$ cat src/rtl/meter_readout_line_parser_defines.svh
// Assertion macros used by the meter readout line parser RTL.
`ifndef METER_READOUT_LINE_PARSER_DEFINES_SVH
`define METER_READOUT_LINE_PARSER_DEFINES_SVH

// The consequent must hold in the same cycle as the antecedent.
`define MRLP_ASSERT_SAME(label, clk, rst, ante, cons) \
  label: assert property (@(posedge clk) disable iff (rst) (ante) |-> (cons)) \
    else $error("meter readout parser check failed");

// The consequent must hold in the cycle after the antecedent.
`define MRLP_ASSERT_NEXT(label, clk, rst, ante, cons) \
  label: assert property (@(posedge clk) disable iff (rst) (ante) |=> (cons)) \
    else $error("meter readout parser check failed");

`endif

$ cat src/rtl/mrlp_pkg.sv
// Types, constants and code table of the meter readout line parser.
`timescale 1ns / 1ps

package mrlp_pkg;

  // Table size and code length.
  localparam int TABLE_ENTRIES = 17;
  localparam int CODE_CHARS    = 16;
  localparam int ROM_ROWS      = 32;
  localparam int ROM_COLS      = 16;
  localparam int ID_SKIP       = 6;

  // Control characters of the readout.
  localparam logic [7:0] CH_CR    = 8'h0d;
  localparam logic [7:0] CH_LF    = 8'h0a;
  localparam logic [7:0] CH_STX   = 8'h02;
  localparam logic [7:0] CH_OPEN  = 8'h28;
  localparam logic [7:0] CH_STAR  = 8'h2a;
  localparam logic [7:0] CH_SLASH = 8'h2f;
  localparam logic [7:0] CH_BANG  = 8'h21;

  // Entry 0 carries the server id.
  localparam logic [4:0] ENTRY_METER_ID = 5'd0;

  typedef logic [7:0]               byte_t;
  typedef logic [4:0]               entry_t;
  typedef logic [63:0]              value_t;
  typedef logic [TABLE_ENTRIES-1:0] mask_t;

  // Code string of one table row, left aligned and padded with zero bytes.
  function automatic logic [8*ROM_COLS-1:0] code_row(input entry_t row);
    logic [8*ROM_COLS-1:0] word;
    case (row)
      5'd0:    word = {"96.1.0",    {10{8'h00}}};
      5'd1:    word = {"1.8.0",     {11{8'h00}}};
      5'd2:    word = {"2.8.0",     {11{8'h00}}};
      5'd3:    word = {"32.7.0",    {10{8'h00}}};
      5'd4:    word = {"52.7.0",    {10{8'h00}}};
      5'd5:    word = {"72.7.0",    {10{8'h00}}};
      5'd6:    word = {"31.7.0",    {10{8'h00}}};
      5'd7:    word = {"51.7.0",    {10{8'h00}}};
      5'd8:    word = {"71.7.0",    {10{8'h00}}};
      5'd9:    word = {"16.7.0",    {10{8'h00}}};
      5'd10:   word = {"14.7.0",    {10{8'h00}}};
      5'd11:   word = {"F.F",       {13{8'h00}}};
      5'd12:   word = {"1.8.00.60", {7{8'h00}}};
      5'd13:   word = {"1.8.00.61", {7{8'h00}}};
      5'd14:   word = {"1.8.00.62", {7{8'h00}}};
      5'd15:   word = {"1.8.00.63", {7{8'h00}}};
      5'd16:   word = {"1.8.00.65", {7{8'h00}}};
      default: word = '0;
    endcase
    return word;
  endfunction

  // One character of a row's code.
  function automatic byte_t code_char(input entry_t row, input logic [3:0] col);
    logic [8*ROM_COLS-1:0] word;
    word = code_row(row);
    return word[8*ROM_COLS-1 - 8*int'(col) -: 8];
  endfunction

  // Rows whose value is read in base 16; all others use base 10.
  function automatic logic is_hex_base(input entry_t row);
    return (row == 5'd0) || (row == 5'd11);
  endfunction

  // Digit value of a hex character, with a flag for a valid digit.
  function automatic logic [4:0] hex_digit(input byte_t b);
    logic [4:0] d;
    if (b >= 8'h30 && b <= 8'h39) begin
      d = {1'b1, 4'(b - 8'h30)};
    end else if (b >= 8'h61 && b <= 8'h66) begin
      d = {1'b1, 4'(b - 8'h57)};
    end else if (b >= 8'h41 && b <= 8'h46) begin
      d = {1'b1, 4'(b - 8'h37)};
    end else begin
      d = '0;
    end
    return d;
  endfunction

endpackage

$ cat src/rtl/mrlp_byte_if.sv
// Handshake channel that carries one received readout byte per word.
`timescale 1ns / 1ps

interface mrlp_byte_if;
  logic             valid;
  logic             ready;
  mrlp_pkg::byte_t  rx_byte;

  modport source (output valid, output rx_byte, input ready);
  modport sink   (input valid, input rx_byte, output ready);
endinterface

$ cat src/rtl/mrlp_result_if.sv
// Handshake channel that carries one parsed reading per word.
`timescale 1ns / 1ps

interface mrlp_result_if;
  logic             valid;
  logic             ready;
  mrlp_pkg::entry_t entry_index;
  mrlp_pkg::value_t reading_value;

  modport source (output valid, output entry_index, output reading_value, input ready);
  modport sink   (input valid, input entry_index, input reading_value, output ready);
endinterface

$ cat src/rtl/meter_readout_line_parser.sv
// Meter data readout line parser: bytes in, one reading per completed line out.
//
// The block takes one byte word per cycle and works on it in a single pass:
// the byte is held in an input register, the line state (code match mask,
// value accumulator, server id) is updated by one level of logic, and a
// reading finished by a CR LF lands in the result register when the LF word
// moves on from the input register. The sustained rate is one byte per cycle,
// set by the one multiply-add step of the value accumulator per byte; it
// drops only while the result register is full and not taken.
`timescale 1ns / 1ps
`include "meter_readout_line_parser_defines.svh"

module meter_readout_line_parser (
  input  logic                 clk,
  input  logic                 rst,
  mrlp_byte_if.sink            rx,
  mrlp_result_if.source        result
);

  // Parser phase within a line.
  typedef enum logic [3:0] {
    PH_CODE   = 4'b0001,
    PH_VALUE  = 4'b0010,
    PH_STOP   = 4'b0100,
    PH_IGNORE = 4'b1000
  } phase_t;

  // Input register.
  logic             in_valid;
  mrlp_pkg::byte_t  in_byte;

  // Line state.
  phase_t           phase, phase_next;
  logic [1:0]       line_position, line_position_next;
  logic [4:0]       code_length, code_length_next;
  mrlp_pkg::mask_t  candidate_mask, candidate_mask_next;
  mrlp_pkg::entry_t matched_entry, matched_entry_next;
  mrlp_pkg::value_t value_accumulator, value_accumulator_next;
  logic [2:0]       id_skip_count, id_skip_count_next;
  logic             previous_was_cr, previous_was_cr_next;
  logic             echo_line, echo_line_next;
  mrlp_pkg::value_t stored_id, stored_id_next;

  // Result register.
  logic             out_valid;
  mrlp_pkg::entry_t out_entry;
  mrlp_pkg::value_t out_value;

  logic             advance;
  logic             line_end;
  logic             emit;
  logic [4:0]       digit;
  logic             found;
  mrlp_pkg::entry_t first_entry;

  // The held byte moves on when the result register is free or being drained.
  assign advance  = in_valid && (!out_valid || result.ready);
  assign rx.ready = !in_valid || advance;
  assign line_end = (in_byte == mrlp_pkg::CH_LF) && previous_was_cr;
  assign digit    = mrlp_pkg::hex_digit(in_byte);

  // Lowest entry still in the candidate mask.
  always_comb begin
    found       = 1'b0;
    first_entry = '0;
    for (int e = mrlp_pkg::TABLE_ENTRIES - 1; e >= 0; e--) begin
      if (candidate_mask[e]) begin
        found       = 1'b1;
        first_entry = 5'(e);
      end
    end
  end

  // Next line state for the held byte.
  always_comb begin
    phase_next             = phase;
    line_position_next     = line_position;
    code_length_next       = code_length;
    candidate_mask_next    = candidate_mask;
    matched_entry_next     = matched_entry;
    value_accumulator_next = value_accumulator;
    id_skip_count_next     = id_skip_count;
    previous_was_cr_next   = previous_was_cr;
    echo_line_next         = echo_line;
    stored_id_next         = stored_id;
    emit                   = 1'b0;

    if (line_end) begin
      // Report the finished line, then start a new one.
      if ((phase == PH_VALUE || phase == PH_STOP) && !echo_line) begin
        if (matched_entry == mrlp_pkg::ENTRY_METER_ID) begin
          if (value_accumulator != stored_id) begin
            stored_id_next = value_accumulator;
            emit           = 1'b1;
          end
        end else begin
          emit = 1'b1;
        end
      end
      previous_was_cr_next   = 1'b0;
      phase_next             = PH_CODE;
      line_position_next     = '0;
      code_length_next       = '0;
      candidate_mask_next    = '1;
      matched_entry_next     = '0;
      value_accumulator_next = '0;
      id_skip_count_next     = '0;
      echo_line_next         = 1'b0;
    end else begin
      previous_was_cr_next = (in_byte == mrlp_pkg::CH_CR);
      if (line_position == 2'd2 &&
          (in_byte == mrlp_pkg::CH_SLASH || in_byte == mrlp_pkg::CH_BANG)) begin
        echo_line_next = 1'b1;
      end
      if (line_position != 2'd3) begin
        line_position_next = line_position + 2'd1;
      end

      case (phase)
        PH_CODE: begin
          if (line_position == 2'd0 && in_byte == mrlp_pkg::CH_STX) begin
            // A leading STX is skipped.
          end else if (in_byte == mrlp_pkg::CH_OPEN) begin
            if (code_length == '0 || !found) begin
              phase_next = PH_IGNORE;
            end else begin
              matched_entry_next = first_entry;
              phase_next         = PH_VALUE;
            end
          end else if (code_length >= 5'(mrlp_pkg::CODE_CHARS)) begin
            candidate_mask_next = '0;
          end else begin
            for (int e = 0; e < mrlp_pkg::TABLE_ENTRIES; e++) begin
              if (mrlp_pkg::code_char(5'(e), code_length[3:0]) != in_byte) begin
                candidate_mask_next[e] = 1'b0;
              end
            end
            code_length_next = code_length + 5'd1;
          end
        end
        PH_VALUE: begin
          if (matched_entry == mrlp_pkg::ENTRY_METER_ID &&
              id_skip_count < 3'(mrlp_pkg::ID_SKIP)) begin
            id_skip_count_next = id_skip_count + 3'd1;
          end else if (in_byte == mrlp_pkg::CH_STAR) begin
            phase_next = PH_STOP;
          end else if (digit[4]) begin
            if (mrlp_pkg::is_hex_base(matched_entry)) begin
              value_accumulator_next = (value_accumulator << 4) + {60'd0, digit[3:0]};
            end else begin
              value_accumulator_next = (value_accumulator << 3) +
                                       (value_accumulator << 1) + {60'd0, digit[3:0]};
            end
          end
        end
        PH_STOP, PH_IGNORE: begin
          // Bytes are dropped until the line ends.
        end
        default: begin
          phase_next = PH_IGNORE;
        end
      endcase
    end
  end

  // Input register.
  always_ff @(posedge clk) begin
    if (rst) begin
      in_valid <= 1'b0;
    end else if (rx.valid && rx.ready) begin
      in_valid <= 1'b1;
    end else if (advance) begin
      in_valid <= 1'b0;
    end
    if (rx.valid && rx.ready) begin
      in_byte <= rx.rx_byte;
    end
  end

  // Line state registers.
  always_ff @(posedge clk) begin
    if (rst) begin
      phase             <= PH_CODE;
      line_position     <= '0;
      code_length       <= '0;
      candidate_mask    <= '1;
      matched_entry     <= '0;
      value_accumulator <= '0;
      id_skip_count     <= '0;
      previous_was_cr   <= 1'b0;
      echo_line         <= 1'b0;
      stored_id         <= '0;
    end else if (advance) begin
      phase             <= phase_next;
      line_position     <= line_position_next;
      code_length       <= code_length_next;
      candidate_mask    <= candidate_mask_next;
      matched_entry     <= matched_entry_next;
      value_accumulator <= value_accumulator_next;
      id_skip_count     <= id_skip_count_next;
      previous_was_cr   <= previous_was_cr_next;
      echo_line         <= echo_line_next;
      stored_id         <= stored_id_next;
    end
  end

  // Result register.
  always_ff @(posedge clk) begin
    if (rst) begin
      out_valid <= 1'b0;
    end else if (advance) begin
      out_valid <= emit;
    end else if (result.ready) begin
      out_valid <= 1'b0;
    end
    if (advance && emit) begin
      out_entry <= matched_entry;
      out_value <= value_accumulator;
    end
  end

  assign result.valid         = out_valid;
  assign result.entry_index   = out_entry;
  assign result.reading_value = out_value;

  // A reported server id is the one now stored.
  `MRLP_ASSERT_SAME(a_reported_id_stored, clk, rst, out_valid && out_entry == mrlp_pkg::ENTRY_METER_ID, stored_id == out_value)
  // Reported entries lie inside the table.
  `MRLP_ASSERT_SAME(a_entry_in_table, clk, rst, out_valid, out_entry < 5'(mrlp_pkg::TABLE_ENTRIES))
  // A line end restarts code matching with every entry a candidate.
  `MRLP_ASSERT_NEXT(a_line_restart, clk, rst, advance && line_end, phase == PH_CODE && candidate_mask == '1)

endmodule

$ cat src/flat_wrapper.sv
// flat-port wrapper written by rule: the top's interface ports become plain ports
module meter_readout_line_parser_flat 
  (clk, rst, rx_valid, rx_rx_byte, rx_ready, result_valid, result_entry_index, result_reading_value, result_ready);
  mrlp_byte_if rx_i ();
  mrlp_result_if result_i ();
  input  logic clk;
  input  logic rst;
  input wire logic [$bits(rx_i.valid)-1:0] rx_valid;
  input wire logic [$bits(rx_i.rx_byte)-1:0] rx_rx_byte;
  output wire logic [$bits(rx_i.ready)-1:0] rx_ready;
  output wire logic [$bits(result_i.valid)-1:0] result_valid;
  output wire logic [$bits(result_i.entry_index)-1:0] result_entry_index;
  output wire logic [$bits(result_i.reading_value)-1:0] result_reading_value;
  input wire logic [$bits(result_i.ready)-1:0] result_ready;
  assign rx_i.valid = rx_valid;
  assign rx_i.rx_byte = rx_rx_byte;
  assign rx_ready = rx_i.ready;
  assign result_valid = result_i.valid;
  assign result_entry_index = result_i.entry_index;
  assign result_reading_value = result_i.reading_value;
  assign result_i.ready = result_ready;
  meter_readout_line_parser u_core (.clk(clk), .rst(rst), .rx(rx_i), .result(result_i));
endmodule
$ cat config.mk
export PLATFORM = sky130hd
export DESIGN_NAME = meter_readout_line_parser_flat
export DESIGN_NICKNAME = d
export VERILOG_FILES = /design/src/rtl/mrlp_pkg.sv /design/src/rtl/mrlp_byte_if.sv /design/src/rtl/mrlp_result_if.sv /design/src/rtl/meter_readout_line_parser.sv /design/src/flat_wrapper.sv
export VERILOG_INCLUDE_DIRS = /design/src /design/src/rtl
export SDC_FILE = /design/constraint.sdc
export NUM_CORES = 1
export LEC_CHECK = 0
export BUFFER_PORTS_ARGS = -buffer_cell sky130_fd_sc_hd__buf_2
export CELL_PAD_IN_SITES_DETAIL_PLACEMENT = 1
export CELL_PAD_IN_SITES_GLOBAL_PLACEMENT = 2
export CORE_MARGIN = 2
export CORE_UTILIZATION = 35
export DETAILED_ROUTE_END_ITERATION = 10
export HOLD_SLACK_MARGIN = 0.05
export PLACE_DENSITY_LB_ADDON = 0.1
export SKIP_CTS_REPAIR_TIMING = 1
export SYNTH_ARGS = -nofsm -noshare
export SYNTH_HDL_FRONTEND = slang
export SYNTH_SLANG_ARGS = --single-unit
$ cat constraint.sdc
create_clock -name clk -period 9.02 [get_ports clk]
set_clock_uncertainty 0.1 [all_clocks]
set_input_delay 0.902 -clock clk [delete_from_list [all_inputs] [get_ports clk]]
set_output_delay 0.902 -clock clk [all_outputs]
set_load 0.02 [all_outputs]
# Yosys cells after proc, flatten, opt, wreduce, memory -nomap -nowiden
# Index checks and enable logic that the tools add are counted.
# Widths: inputs -> output; s select.
totals:
  reg_bits: 245
  latch_bits: 0
  mem_bits_rw: 0
  mem_bits_ro: 0
  inputBits: 12
  output_inout_bits: 71
  elab_cells: 368
  mem_count: 0
classes:
  addsub: 10
  multipliers: 0
  div_mod_pow: 0
  n_lt_le_gt_ge: 8
  n_eq_ne: 43
  shift: 17
  muxes: 183
  bitwise: 0
  reduce_logical: 76
ops:
  columns: ["cell", "n"]
  rows:
  - ["$mux 128", 85]
  - ["$shiftx 135x32->8", 17]
  - ["$mux 64", 6]
  - ["$mux 5", 30]
  - ["$ne 8x8->1", 17]
  - ["$add 64x4->64", 2]
  - ["$reduce_and 5->1", 21]
  - ["$mux 17", 5]
  - ["$add 64x64->64", 1]
  - ["$ne 64x64->1", 1]
  - ["$reduce_bool 3->1", 17]
  - ["$mux 1", 45]
  - ["$eq 8x6->1 const B", 4]
  - ["$mux 4", 6]
  - ["$reduce_bool 2->1", 9]
  - ["$eq 8x4->1 const B", 2]
  - ["$ge 8x7->1 const B", 2]
  - ["$le 8x7->1 const B", 2]
  - ["$ne 2x1->1 const B", 7]
  - ["$pmux 4 s3", 1]
  - ["$logic_and 1x1->1", 11]
  - ["$logic_not 5->1", 2]
  - ["$mux 3", 3]
  - ["$ne 3x2->1 const B", 3]
  - ["other kinds (27)", 38]

# Logic depth before layout (Yosys ltp)
# Gate-level depths: netlist of run 1.
logic_depth:
  word_depth: 24
  mapped_depth: 22
  mapped_depth_nobuf: 20

# Worst setup path before layout of run 1
# OpenSTA, ideal clock, no wires.
synth_timing:
  path_kind: "register -> register"
  from: "register u_core.in_byte[0]"
  to: "register u_core.value_accumulator[30]"
  setup_time_ns: 0.128
  arrival_ns: 4.877
  t_required_ns: 8.792
  slack_ns: 3.916
  path_stages_with_launch: 23
  path_buffers: 2
  synth_period_minus_slack_ns: 5.104
  cell_sequence: "edfxtp_1 clkbuf_1 inv_1 ha_1 nor2_1 o21ai_0 and4_1 clkbuf_1 nor4b_1 a21o_1 ha_1 ha_1 fa_1 a211oi_1 o21bai_1 a221oi_1 nor4b_1 nor3_1 nor3_1 or2_2 xnor2_1 a222oi_1 nor2_1"
synth_between:
  elab_chain_cells: 12
  elab_cells_between_ends: 31
  cone_classes: "add/sub (5); order compare (6); eq/ne (4); mux (9); reduce/logical (7)"
synth_rtl:
  columns: ["element", "line_no", "rtl"]
  rows:
  - ["start: declaration", "meter_readout_line_parser.sv:30", "mrlp_pkg::byte_t in_byte;"]
  - ["start signal: assignment", "meter_readout_line_parser.sv:176", "in_byte <= rx.rx_byte;"]
  - ["$ge 8x7->1 or $le 8x7->1 (tied branches)", "mrlp_pkg.sv:75", "end else if (b >= 8'h41 && b <= 8'h46) begin"]
  - ["$logic_and 1x1->1", "mrlp_pkg.sv:75", null]
  - ["$mux 5", "mrlp_pkg.sv:75", null]
  - ["$mux 5", "mrlp_pkg.sv:73", "end else if (b >= 8'h61 && b <= 8'h66) begin"]
  - ["$mux 5", "mrlp_pkg.sv:71", "if (b >= 8'h30 && b <= 8'h39) begin"]
  - ["$add 64x4->64, on equally long branches", "meter_readout_line_parser.sv:152, meter_readout_line_parser.sv:149", null]
  - ["$mux 64", "meter_readout_line_parser.sv:148", "if (mrlp_pkg::is_hex_base(matched_entry)) begin"]
  - ["$mux 64", "meter_readout_line_parser.sv:147", "end else if (digit[4]) begin"]
  - ["$mux 64", "meter_readout_line_parser.sv:145", "end else if (in_byte == mrlp_pkg::CH_STAR) begin"]
  - ["$mux 64", "meter_readout_line_parser.sv:142", "if (matched_entry == mrlp_pkg::ENTRY_METER_ID &&"]
  - ["$mux 64", "meter_readout_line_parser.sv:119", "case (phase)"]
  - ["$mux 64", "meter_readout_line_parser.sv:88", "if (line_end) begin"]
  - ["end signal: assignment", "meter_readout_line_parser.sv:199", "value_accumulator <= value_accumulator_next;"]
  - ["end: declaration", "meter_readout_line_parser.sv:38", "mrlp_pkg::value_t value_accumulator, value_accumulator_next;"]
# Parallel ways exist; a longest one is shown, timed or not. The select of a mux whose other input is x is not followed.
# A chain may end at the register's enable or synchronous reset.

# Worst setup path in the final report of run 1
layout_timing:
  from: "register u_core.in_byte[1]"
  to: "register u_core.value_accumulator[58]"
# The elaborated chain is that of the path after synthesis.

==> results of run 1 <==
==> metal layers <==
layer / vias up / GRT usage [%] / wire (microns) / part of all wire, %
met5: - / 0 / 0 / 0
met1: 6369 / 30.4 / 23900 / 48
met3: 49 / 2.13 / 1530 / 3.0
met2: 165 / 38.7 / 23800 / 48
li1: 6196 / - / - / -
met4: 0 / 4.49 / 792 / 1.6
==> how the worst min path moves through the flow <==
stage,from,cells after the start,slack (ns),end
after global routing,rx_rx_byte[6],1,0.38,u_core.in_byte[6]$_DFFE_PP_
after CTS,rx_rx_byte[6],1,0.37,u_core.in_byte[6]$_DFFE_PP_
after global placement,u_core.matched_entry[2]$_SDFFE_PP0P_,0,0.35,u_core.result.entry_index[2]$_DFFE_PP_
after floorplan,u_core.matched_entry[2]$_SDFFE_PP0P_,0,0.32,u_core.result.entry_index[2]$_DFFE_PP_
after detailed placement,u_core.matched_entry[2]$_SDFFE_PP0P_,0,0.35,u_core.result.entry_index[2]$_DFFE_PP_
final,u_core.matched_entry[2]$_SDFFE_PP0P_,0,0.37,u_core.result.entry_index[2]$_DFFE_PP_
==> stage by stage <==
stage / area [sq um] / setup WS, ns / hold slack, ns / util [%]
after floorplan: 15200 / 3.92 / 0.324 / -
after global placement: 16100 / 3.20 / 0.354 / 37.5
after detailed placement: 16100 / 3.03 / 0.350 / 37.5
after CTS: 17100 / 3.01 / 0.366 / 39.8
after global routing: 17100 / 2.49 / 0.381 / 39.8
final: 17100 / 3.03 / 0.366 / 39.8
==> state kept, by name (all words and copies together) (netlist names) <==
signal,count
u_core.candidate_mask,17
u_core.stored_id,64
u_core.result.valid,1
u_core.in_byte,8
u_core.phase,4
u_core.echo_line,1
u_core.id_skip_count,3
u_core.matched_entry,5
u_core.result.entry_index,5
u_core.result.reading_value,64
u_core.previous_was_cr,1
u_core.line_position,2
u_core.value_accumulator,64
u_core.code_length,5
u_core.in_valid,1
==> synthesized netlist by cell type (all sizes together), types with 4 or more instances <==
master and n:
a22oi 39, o21ai 108, inv 37, nand3 24, and2 10, or2 8
and3 7, o211ai 12, a22o 6, mux2i 71, xor2 28, edfxtp 77
and4 6, o21bai 18, a221oi 8, a31oi 14, o21a 7, o22ai 11
nor2b 10, nor3 29, nor4 11, xnor2 122, dfxtp 168, nor4b 4
nand4 51, o31ai 6, clkbuf 77, a21oi 120, a222oi 7, nor3b 4
ha 137, nor2 188, nand2 101, or3 7, nand2b 8, buf 16
a21o 50, a211oi 12
==> layout make-up <==
class	instances	area (sq um)
timing repair buffer	96	531
sequential	245	5680
clock buffer	40	871
fill	5003	25900
clock inverter	16	126
tap	585	732
inverter	38	144
multi-input combinational	1294	9030
==> worst register-to-register path, delay by kind of cell (launching register included) <==
kind | cells | cell delay (ns)
AOI/OAI and AO/OA | 10 | 2.33
DFF | 1 | 0.72
buffers and inverters | 1 | 0.27
adders and majority gates | 4 | 1.07
xor gates and xnor gates | 1 | 0.16
and+or+nand+nor | 4 | 1.22
==> power by group <==
group	leakage [uW]	internal, uW	switching, uW
combinational	0.00489	32.8	59.1
sequential	0.00224	1140	18.3
clock	0.000502	730	499
total	0.00763	1900	576
==> cells by family after synthesis <==
family,count (synthesis)
buffers and inverters,131
AOI/OAI and AO/OA,456
xor gates and xnor gates,150
DFF,245
and+or+nand+nor,477
adders and majority gates,139
muxes,72
==> results.cfg, run 1 <==
[outcome]
status = finished clean

[critical_path]
path_buf_inv = 1
critPathTopFamily = compound AO/OA/AOI/OAI gates
cp.required_ns = 9.35
end_kind = flop
crit_cells = 20
path_cells = inv_1, ha_1, nor2_1, o21ai_0, and4_1, o21bai_1, a21o_1, ha_1, ha_1, fa_1, a211oi_1, o21bai_1, a221oi_1, nor4b_1, nor2_1, o31ai_1, o21bai_1, o31ai_1, xnor2_1, o22ai_1
rr_endpoint = u_core.value_accumulator[58]$_SDFFE_PP0P_
arrival_ns = 6.32
endpoint = u_core.value_accumulator[58]$_SDFFE_PP0P_
crit-reg2reg-launch = u_core.in_byte[1]$_DFFE_PP_
path_max_fanout = 14
worstRegToRegCells = 20
cpPeakStageDelay_ns = 0.72
reg2reg_slack_ns = 3.03
worstSetupPathType = reg2reg
cp-startpoint = u_core.in_byte[1]$_DFFE_PP_
critPathSlowestCell = edfxtp_1
critPathLaunchType = flop

[clocking]
clkTransAtPathRegs_ns = 0.06
clock_sinks = 245
clock_latency_ns = 0.58
cts_buffers = 31
cts_max_level = 1
root_buffer = clkbuf_16
cts_max_path_buffers = 3
cts_tree = built

[floorplanning]
rows = 76
core_area_sq_um = 43000
start_util_pct = 35.3
die_width_microns = 212
io-pin-count = 83
die_area_sq_um = 45100
die_h_microns = 212

[yosys]
synth-compound-area-share_pct = 19.5
syn_area_per_cell_sq_um = 9.09
synth_xor_area_share_pct = 8.65
postSynthCellCount = 1670
synth_fp_nets = 1821
ys_types = 77
yosysSeqAreaShare_pct = 37.4
synthDominantCellAreaShare_pct = 22.2
synth_top_family_by_area = compound AO/OA/AOI/OAI gates
ys_warn_count = 0
synth_area_leaders = dfxtp_1 22%, edfxtp_1 15%, ha_1 11%, xnor2_1 7.0%, mux2i_1 4.7%
syn_area_sq_um = 15200
synthSimpleGateAreaFrac_pct = 14.8
synthArstFlopShare_pct = 0
synth_seq_cells = 245
synthAdderAreaFrac_pct = 11.6
synth_edf_count = 77
synth.area.mux_share_pct = 4.76
synthFlopType = dfxtp_1
synth_top_cell_by_area = dfxtp_1

[cells_and_area]
stdcell_count = 2314
mostFrequentLayoutCells = 188 x nor2_1, 168 x dfxtp_1, 137 x ha_1
layout_commonest_cell = nor2_1
areaGrowthSynthToFinish_pct = 12.7
layout.nets = 1857
diodes = 0
layout-drive-gt1-share_pct = 9.83

[timing]
slew_headroom_pct = 30.1
finalSetupTns_ns = 0
worst-slew-pin-transition_ns = 1.04
drv_slew = 0
hold_viol_final = 0
finalSetupViolations = 0
grt_setup_unrepaired = no
fmax_mhz = 167
fin_crit_sh_pct = 66.4
min_period_ns = 5.99

[power]
ir_worst_vdd_v = 0.000121
power_density_nw_per_um2 = 145
leakagePower_uw = 0.00763
finalPower_uw = 2480

[routing]
ant_nets = 0
drc = 0
dr.pass1.iters = 5
totalWireLength_microns = 50000
num_vias = 12779
wl_per_cell_microns = 21.6
first_iter_violations = 697
vias_per_cell = 5.52

[placed_design]
dp_cells = 2258
hpwlAfterDp_microns = 35600
place_congestion = 0.851
io_buffers = 82

[global_route]
antenna_found_initial = 0
gr-total-overflow = 0
grt_pass1_wl_microns = 78200
grt_pass1_vias = 13257
grt_usage_pct = 22.4
grt_max_degree = 133

[worst_hold_path]
min_path_type = reg2reg

[run]
max-cap-violations = 0
No activity file was read; power rests on OpenSTA's default activity.
==> inputs of run 2 (changes only) <==
- clock period: 9.02 -> 6.2 ns (I/O delays scaled with it)
==> results.cfg, run 2 (synthesis gave the netlist of run 1 again) <==
[outcome]
status = finished clean

[floorplanning]
core_area_sq_um = 43000
rows = 76
start_util_pct = 35.3
die_h_microns = 212
die_area_sq_um = 45100
die_width_microns = 212
io-pin-count = 83

[critical_path]
crit-reg2reg-launch = u_core.in_byte[0]$_DFFE_PP_
rr_endpoint = u_core.value_accumulator[62]$_SDFFE_PP0P_
endpoint = u_core.value_accumulator[62]$_SDFFE_PP0P_
cpPeakStageDelay_ns = 0.65
critPathLaunchType = flop
critPathSlowestCell = o31ai_1
worstSetupPathType = reg2reg
path_max_fanout = 13
path_cells = buf_4, inv_1, ha_1, nor2_1, o21ai_0, and4_1, a21oi_1, o22a_1, fa_1, fa_1, a211oi_1, o21bai_1, a221oi_1, nor4b_1, nor2_1, o31ai_1, a21boi_0, a21oi_1, xnor2_1, o22ai_1
cp-startpoint = u_core.in_byte[0]$_DFFE_PP_
arrival_ns = 6.02
cp.required_ns = 6.51
reg2reg_slack_ns = 0.49
worstRegToRegCells = 20
end_kind = flop

[timing]
fin_crit_sh_pct = 92.1
hold_viol_final = 0
slew_headroom_pct = 24.9
finalSetupTns_ns = 0
min_period_ns = 5.71
worst-slew-pin-transition_ns = 1.12
fmax_mhz = 175
drv_slew = 0
grt_setup_unrepaired = no
finalSetupViolations = 0
holdWs_ns = 0.121

[cells_and_area]
layout-drive-gt1-share_pct = 10.5
layout_commonest_cell = nor2_1
fillers = 4993
stdcell_count = 2324
diodes = 0
layout.nets = 1866
final_core_util_pct = 40.0
mostFrequentLayoutCells = 188 x nor2_1, 168 x dfxtp_1, 137 x ha_1
areaGrowthSynthToFinish_pct = 13.3

[clocking]
clock_sinks = 245
cts_buffers = 30
root_buffer = clkbuf_16
clkTransAtPathRegs_ns = 0.06
cts_tree = built
cts_max_level = 1
clock_latency_ns = 0.58
cts_max_path_buffers = 3

[power]
power_density_nw_per_um2 = 211
ir_worst_vdd_v = 0.000161
leakagePower_uw = 0.00769

[global_route]
use_met1_pct = 30.7
antenna_found_initial = 0
use_met3_pct = 2.17
grt_pass1_vias = 13150
gr-max-usage-layer = met2
met2_usage_pct = 38.2
grt_usage_pct = 22.3
grt_pass1_wl_microns = 78400
gr-total-overflow = 0
grt_max_degree = 68

[routing]
vias_per_cell = 5.52
drc = 0
num_vias = 12818
wl_per_cell_microns = 21.6
ant_nets = 0
first_iter_violations = 712
dr.pass1.iters = 5
totalWireLength_microns = 50100

[placed_design]
io_buffers = 82
dp_cells = 2268
place_congestion = 0.842
hpwlAfterDp_microns = 36100

[worst_hold_path]
min_path_type = in2reg

[run]
max-cap-violations = 0
[run 2: changes by cell type in the layout (fill, tap and decap cells not counted)]
| cell | previous run | this run |
|---|---|---|
| buf_12 | 1 | 0 |
| clkbuf_16 | 32 | 31 |
| inv_6 | 0 | 1 |
| clkinv_2 | 10 | 9 |
| clkbuf_8 | 4 | 8 |
| clkinvlp_4 | 0 | 1 |
| buf_4 | 14 | 25 |
| inv_4 | 1 | 0 |
| clkinv_1 | 5 | 2 |
[run 2: worst max-delay path: cells and delay by family (launching register included)]
kind,cells,cell delay [ns]
xor+xnor,1,0.15
fa+ha+maj,3,1.05
compound gates,10,2.32
buf+inv,2,0.36
flops,1,0.36
simple gates,4,1.20
[run 2: worst min-delay path by stage]
stage | endpoint | slack [ns] | startpoint | depth (start not counted)
5_1_grt | u_core.in_byte[3]$_DFFE_PP_ | 0.09 | rx_rx_byte[3] | 1
3_5_place_dp | u_core.result.entry_index[2]$_DFFE_PP_ | 0.35 | u_core.matched_entry[2]$_SDFFE_PP0P_ | 0
2_1_floorplan | u_core.result.entry_index[2]$_DFFE_PP_ | 0.32 | u_core.matched_entry[2]$_SDFFE_PP0P_ | 0
3_3_place_gp | u_core.result.entry_index[2]$_DFFE_PP_ | 0.35 | u_core.matched_entry[2]$_SDFFE_PP0P_ | 0
6_report | u_core.in_byte[4]$_DFFE_PP_ | 0.12 | rx_rx_byte[4] | 1
4_1_cts | u_core.in_byte[4]$_DFFE_PP_ | 0.08 | rx_rx_byte[4] | 1
[run 2: stage by stage]
| stage | power, uW | setup WS, ns | instance area, sq um |
|---|---|---|---|
| floorplan | 1810 | 1.10 | 15200 |
| global placement | 1860 | 0.777 | 16200 |
| detailed placement | 1860 | 0.612 | 16200 |
| CTS | 3690 | 0.575 | 17200 |
| global route | 3770 | 0.0601 | 17200 |
| finish | 3630 | 0.493 | 17200 |
[run 2: final cells by class]
| type | count | area, sq um | area share, % |
|---|---|---|---|
| Tap cell | 585 | 732 | 4.26 |
| Clock buffer | 43 | 901 | 5.24 |
| Inverter | 38 | 144 | 0.837 |
| Sequential cell | 245 | 5680 | 33.0 |
| Timing Repair Buffer | 106 | 593 | 3.45 |
| Multi-Input combinational cell | 1294 | 9030 | 52.5 |
| Clock inverter | 13 | 120 | 0.699 |
[run 2: power by group]
part           internal [uW]  total, uW  switching [uW]
Combinational           49.9        147            97.4
Sequential              1660       1680            18.1
Clock                   1090       1810             721
[run 2: metal layers]
metal	wire, microns	vias up
li1	-	6231
met2	23800	166
met5	0	-
met1	24200	6380
met3	1270	41
met4	855	0
==> inputs of run 3 (changes only) <==
- PLACE_DENSITY: not set -> 0.78
- PLACE_DENSITY_LB_ADDON: 0.1 -> not set
==> results.cfg, run 3 (synthesis gave the netlist of run 1 again) <==
[clocking]
cts_max_path_buffers = 3
cts_max_level = 1
root_buffer = clkbuf_16
clock_latency_ns = 0.58
cts_buffers = 29
cts_tree = built
clkTransAtPathRegs_ns = 0.06
clock_sinks = 245

[outcome]
status = finished clean

[critical_path]
worstSetupPathType = reg2reg
worstRegToRegCells = 17
path_max_fanout = 17
cp.required_ns = 6.50
end_kind = flop
rr_endpoint = u_core.value_accumulator[60]$_SDFFE_PP0P_
arrival_ns = 5.84
crit-reg2reg-launch = u_core.in_byte[2]$_DFFE_PP_
critPathLaunchType = flop
reg2reg_slack_ns = 0.65

[placed_design]
io_buffers = 82
dpl_cell_area_sq_um = 16100
hpwlAfterDp_microns = 35200
place_congestion = 0.872

[routing]
drc = 0
first_iter_violations = 798
wl_per_cell_microns = 21.0
dr.pass1.iters = 5
num_vias = 12986
vias_per_cell = 5.60
totalWireLength_microns = 48700
ant_nets = 0

[global_route]
grt_pass1_wl_microns = 76800
grt_max_degree = 56
gr-total-overflow = 0
grt_usage_pct = 21.7
grt_pass1_vias = 13406
antenna_found_initial = 1

[timing]
worst-slew-pin-transition_ns = 1.21
drv_slew = 0
finalSetupViolations = 0
fin_crit_sh_pct = 89.4
min_period_ns = 5.55
finalSetupTns_ns = 0
grt_setup_unrepaired = no
slew_headroom_pct = 19.1
hold_viol_final = 0
fmax_mhz = 180

[cells_and_area]
areaGrowthSynthToFinish_pct = 13.0
final_area_sq_um = 17200
fillers = 5003
layout-drive-gt1-share_pct = 10.4
layout.nets = 1864
mostFrequentLayoutCells = 187 x nor2_1, 168 x dfxtp_1, 137 x ha_1
layout_commonest_cell = nor2_1
diodes = 0

[worst_hold_path]
min_from = rx_rx_byte[4]
worstHoldEndpoint = u_core.in_byte[4]$_DFFE_PP_
hold_depth = 1
min_path_type = in2reg

[floorplanning]
die_h_microns = 212
die_area_sq_um = 45100
core_area_sq_um = 43000
die_width_microns = 212
io-pin-count = 83
rows = 76
start_util_pct = 35.3

[power]
swShare_pct = 23.6
finalPower_uw = 3590
ir_worst_vdd_v = 0.000206
clkPwrFrac_pct = 49.2
leakagePower_uw = 0.00766
internal-power_uw = 2740
p_switching_uw = 849
power_density_nw_per_um2 = 210
p_seq_share_pct = 46.8
combPwrFrac_pct = 4.1

[run]
max-cap-violations = 0
[run 3: cell count changes in the layout (fill, tap and decap cells not counted), sizes merged]
cell,delta
buf,-1
inv,+1
clkbuf,-8
clkinv,+4
bufinv,+1
[run 3: routing by layer]
metal | share of wire [%] | vias up | GRT usage (%)
met4 | 2.6 | 0 | 6.29
met1 | 47 | 6441 | 29.3
li1 | - | 6212 | -
met3 | 3.8 | 76 | 2.75
met2 | 47 | 257 | 36.5
met5 | 0 | - | 0
[run 3: cell type report]
type                            instances  area, sq um  area share, %
Multi-Input combinational cell       1294         9040           52.7
Sequential cell                       245         5680           33.1
Inverter                               38          144          0.839
Clock inverter                         19          189           1.10
Timing Repair Buffer                  105          586           3.41
Clock buffer                           35          790           4.60
Tap cell                              585          732           4.27
[run 3: worst max-delay path by stage]
stage,from,slack (ns),cells after the start,to
floorplan,u_core.in_byte[0]$_DFFE_PP_,1.10,22,u_core.value_accumulator[30]$_SDFFE_PP0P_
global placement,u_core.in_byte[0]$_DFFE_PP_,0.58,19,u_core.value_accumulator[63]$_SDFFE_PP0P_
detailed placement,u_core.in_byte[0]$_DFFE_PP_,0.31,19,u_core.value_accumulator[55]$_SDFFE_PP0P_
CTS,u_core.in_byte[0]$_DFFE_PP_,0.27,19,u_core.value_accumulator[59]$_SDFFE_PP0P_
global route,u_core.in_byte[0]$_DFFE_PP_,0.31,20,u_core.value_accumulator[30]$_SDFFE_PP0P_
finish,u_core.in_byte[2]$_DFFE_PP_,0.65,17,u_core.value_accumulator[60]$_SDFFE_PP0P_
[run 3: power by group through the flow]
stage	Clock (uW)	Sequential, uW	Combinational, uW
detailed placement	0	1720	142
finish	1770	1680	146
global placement	0	1720	138
floorplan	0	1710	107
CTS	1810	1680	143
global route	1870	1680	163
[run 3: worst max-delay path, stage by stage, from the launching register on]
cell and delay, ns:
edfxtp_1 0.68, and2_1 0.35, a221o_1 0.41, nor4b_1 0.28, a21o_1 0.16, ha_1 0.24
ha_1 0.25, fa_1 0.45, a211oi_1 0.38, o21bai_1 0.21, a31o_2 0.30, a21oi_1 0.35
o21ai_2 0.20, a31oi_2 0.40, o21ba_4 0.23, o41ai_4 0.07, xnor2_1 0.19, o22ai_1 0.10
[run 3: through the flow]
step,worst slack (ns),std cells,utilization (%),hold slack [ns]
5_1_grt,0.306,2321,39.9,0.0915
2_1_floorplan,1.10,1670,-,0.324
4_1_cts,0.270,2318,39.8,0.0844
6_report,0.655,2321,39.9,0.115
3_5_place_dp,0.312,2264,37.6,0.356
3_3_place_gp,0.579,2264,37.6,0.351
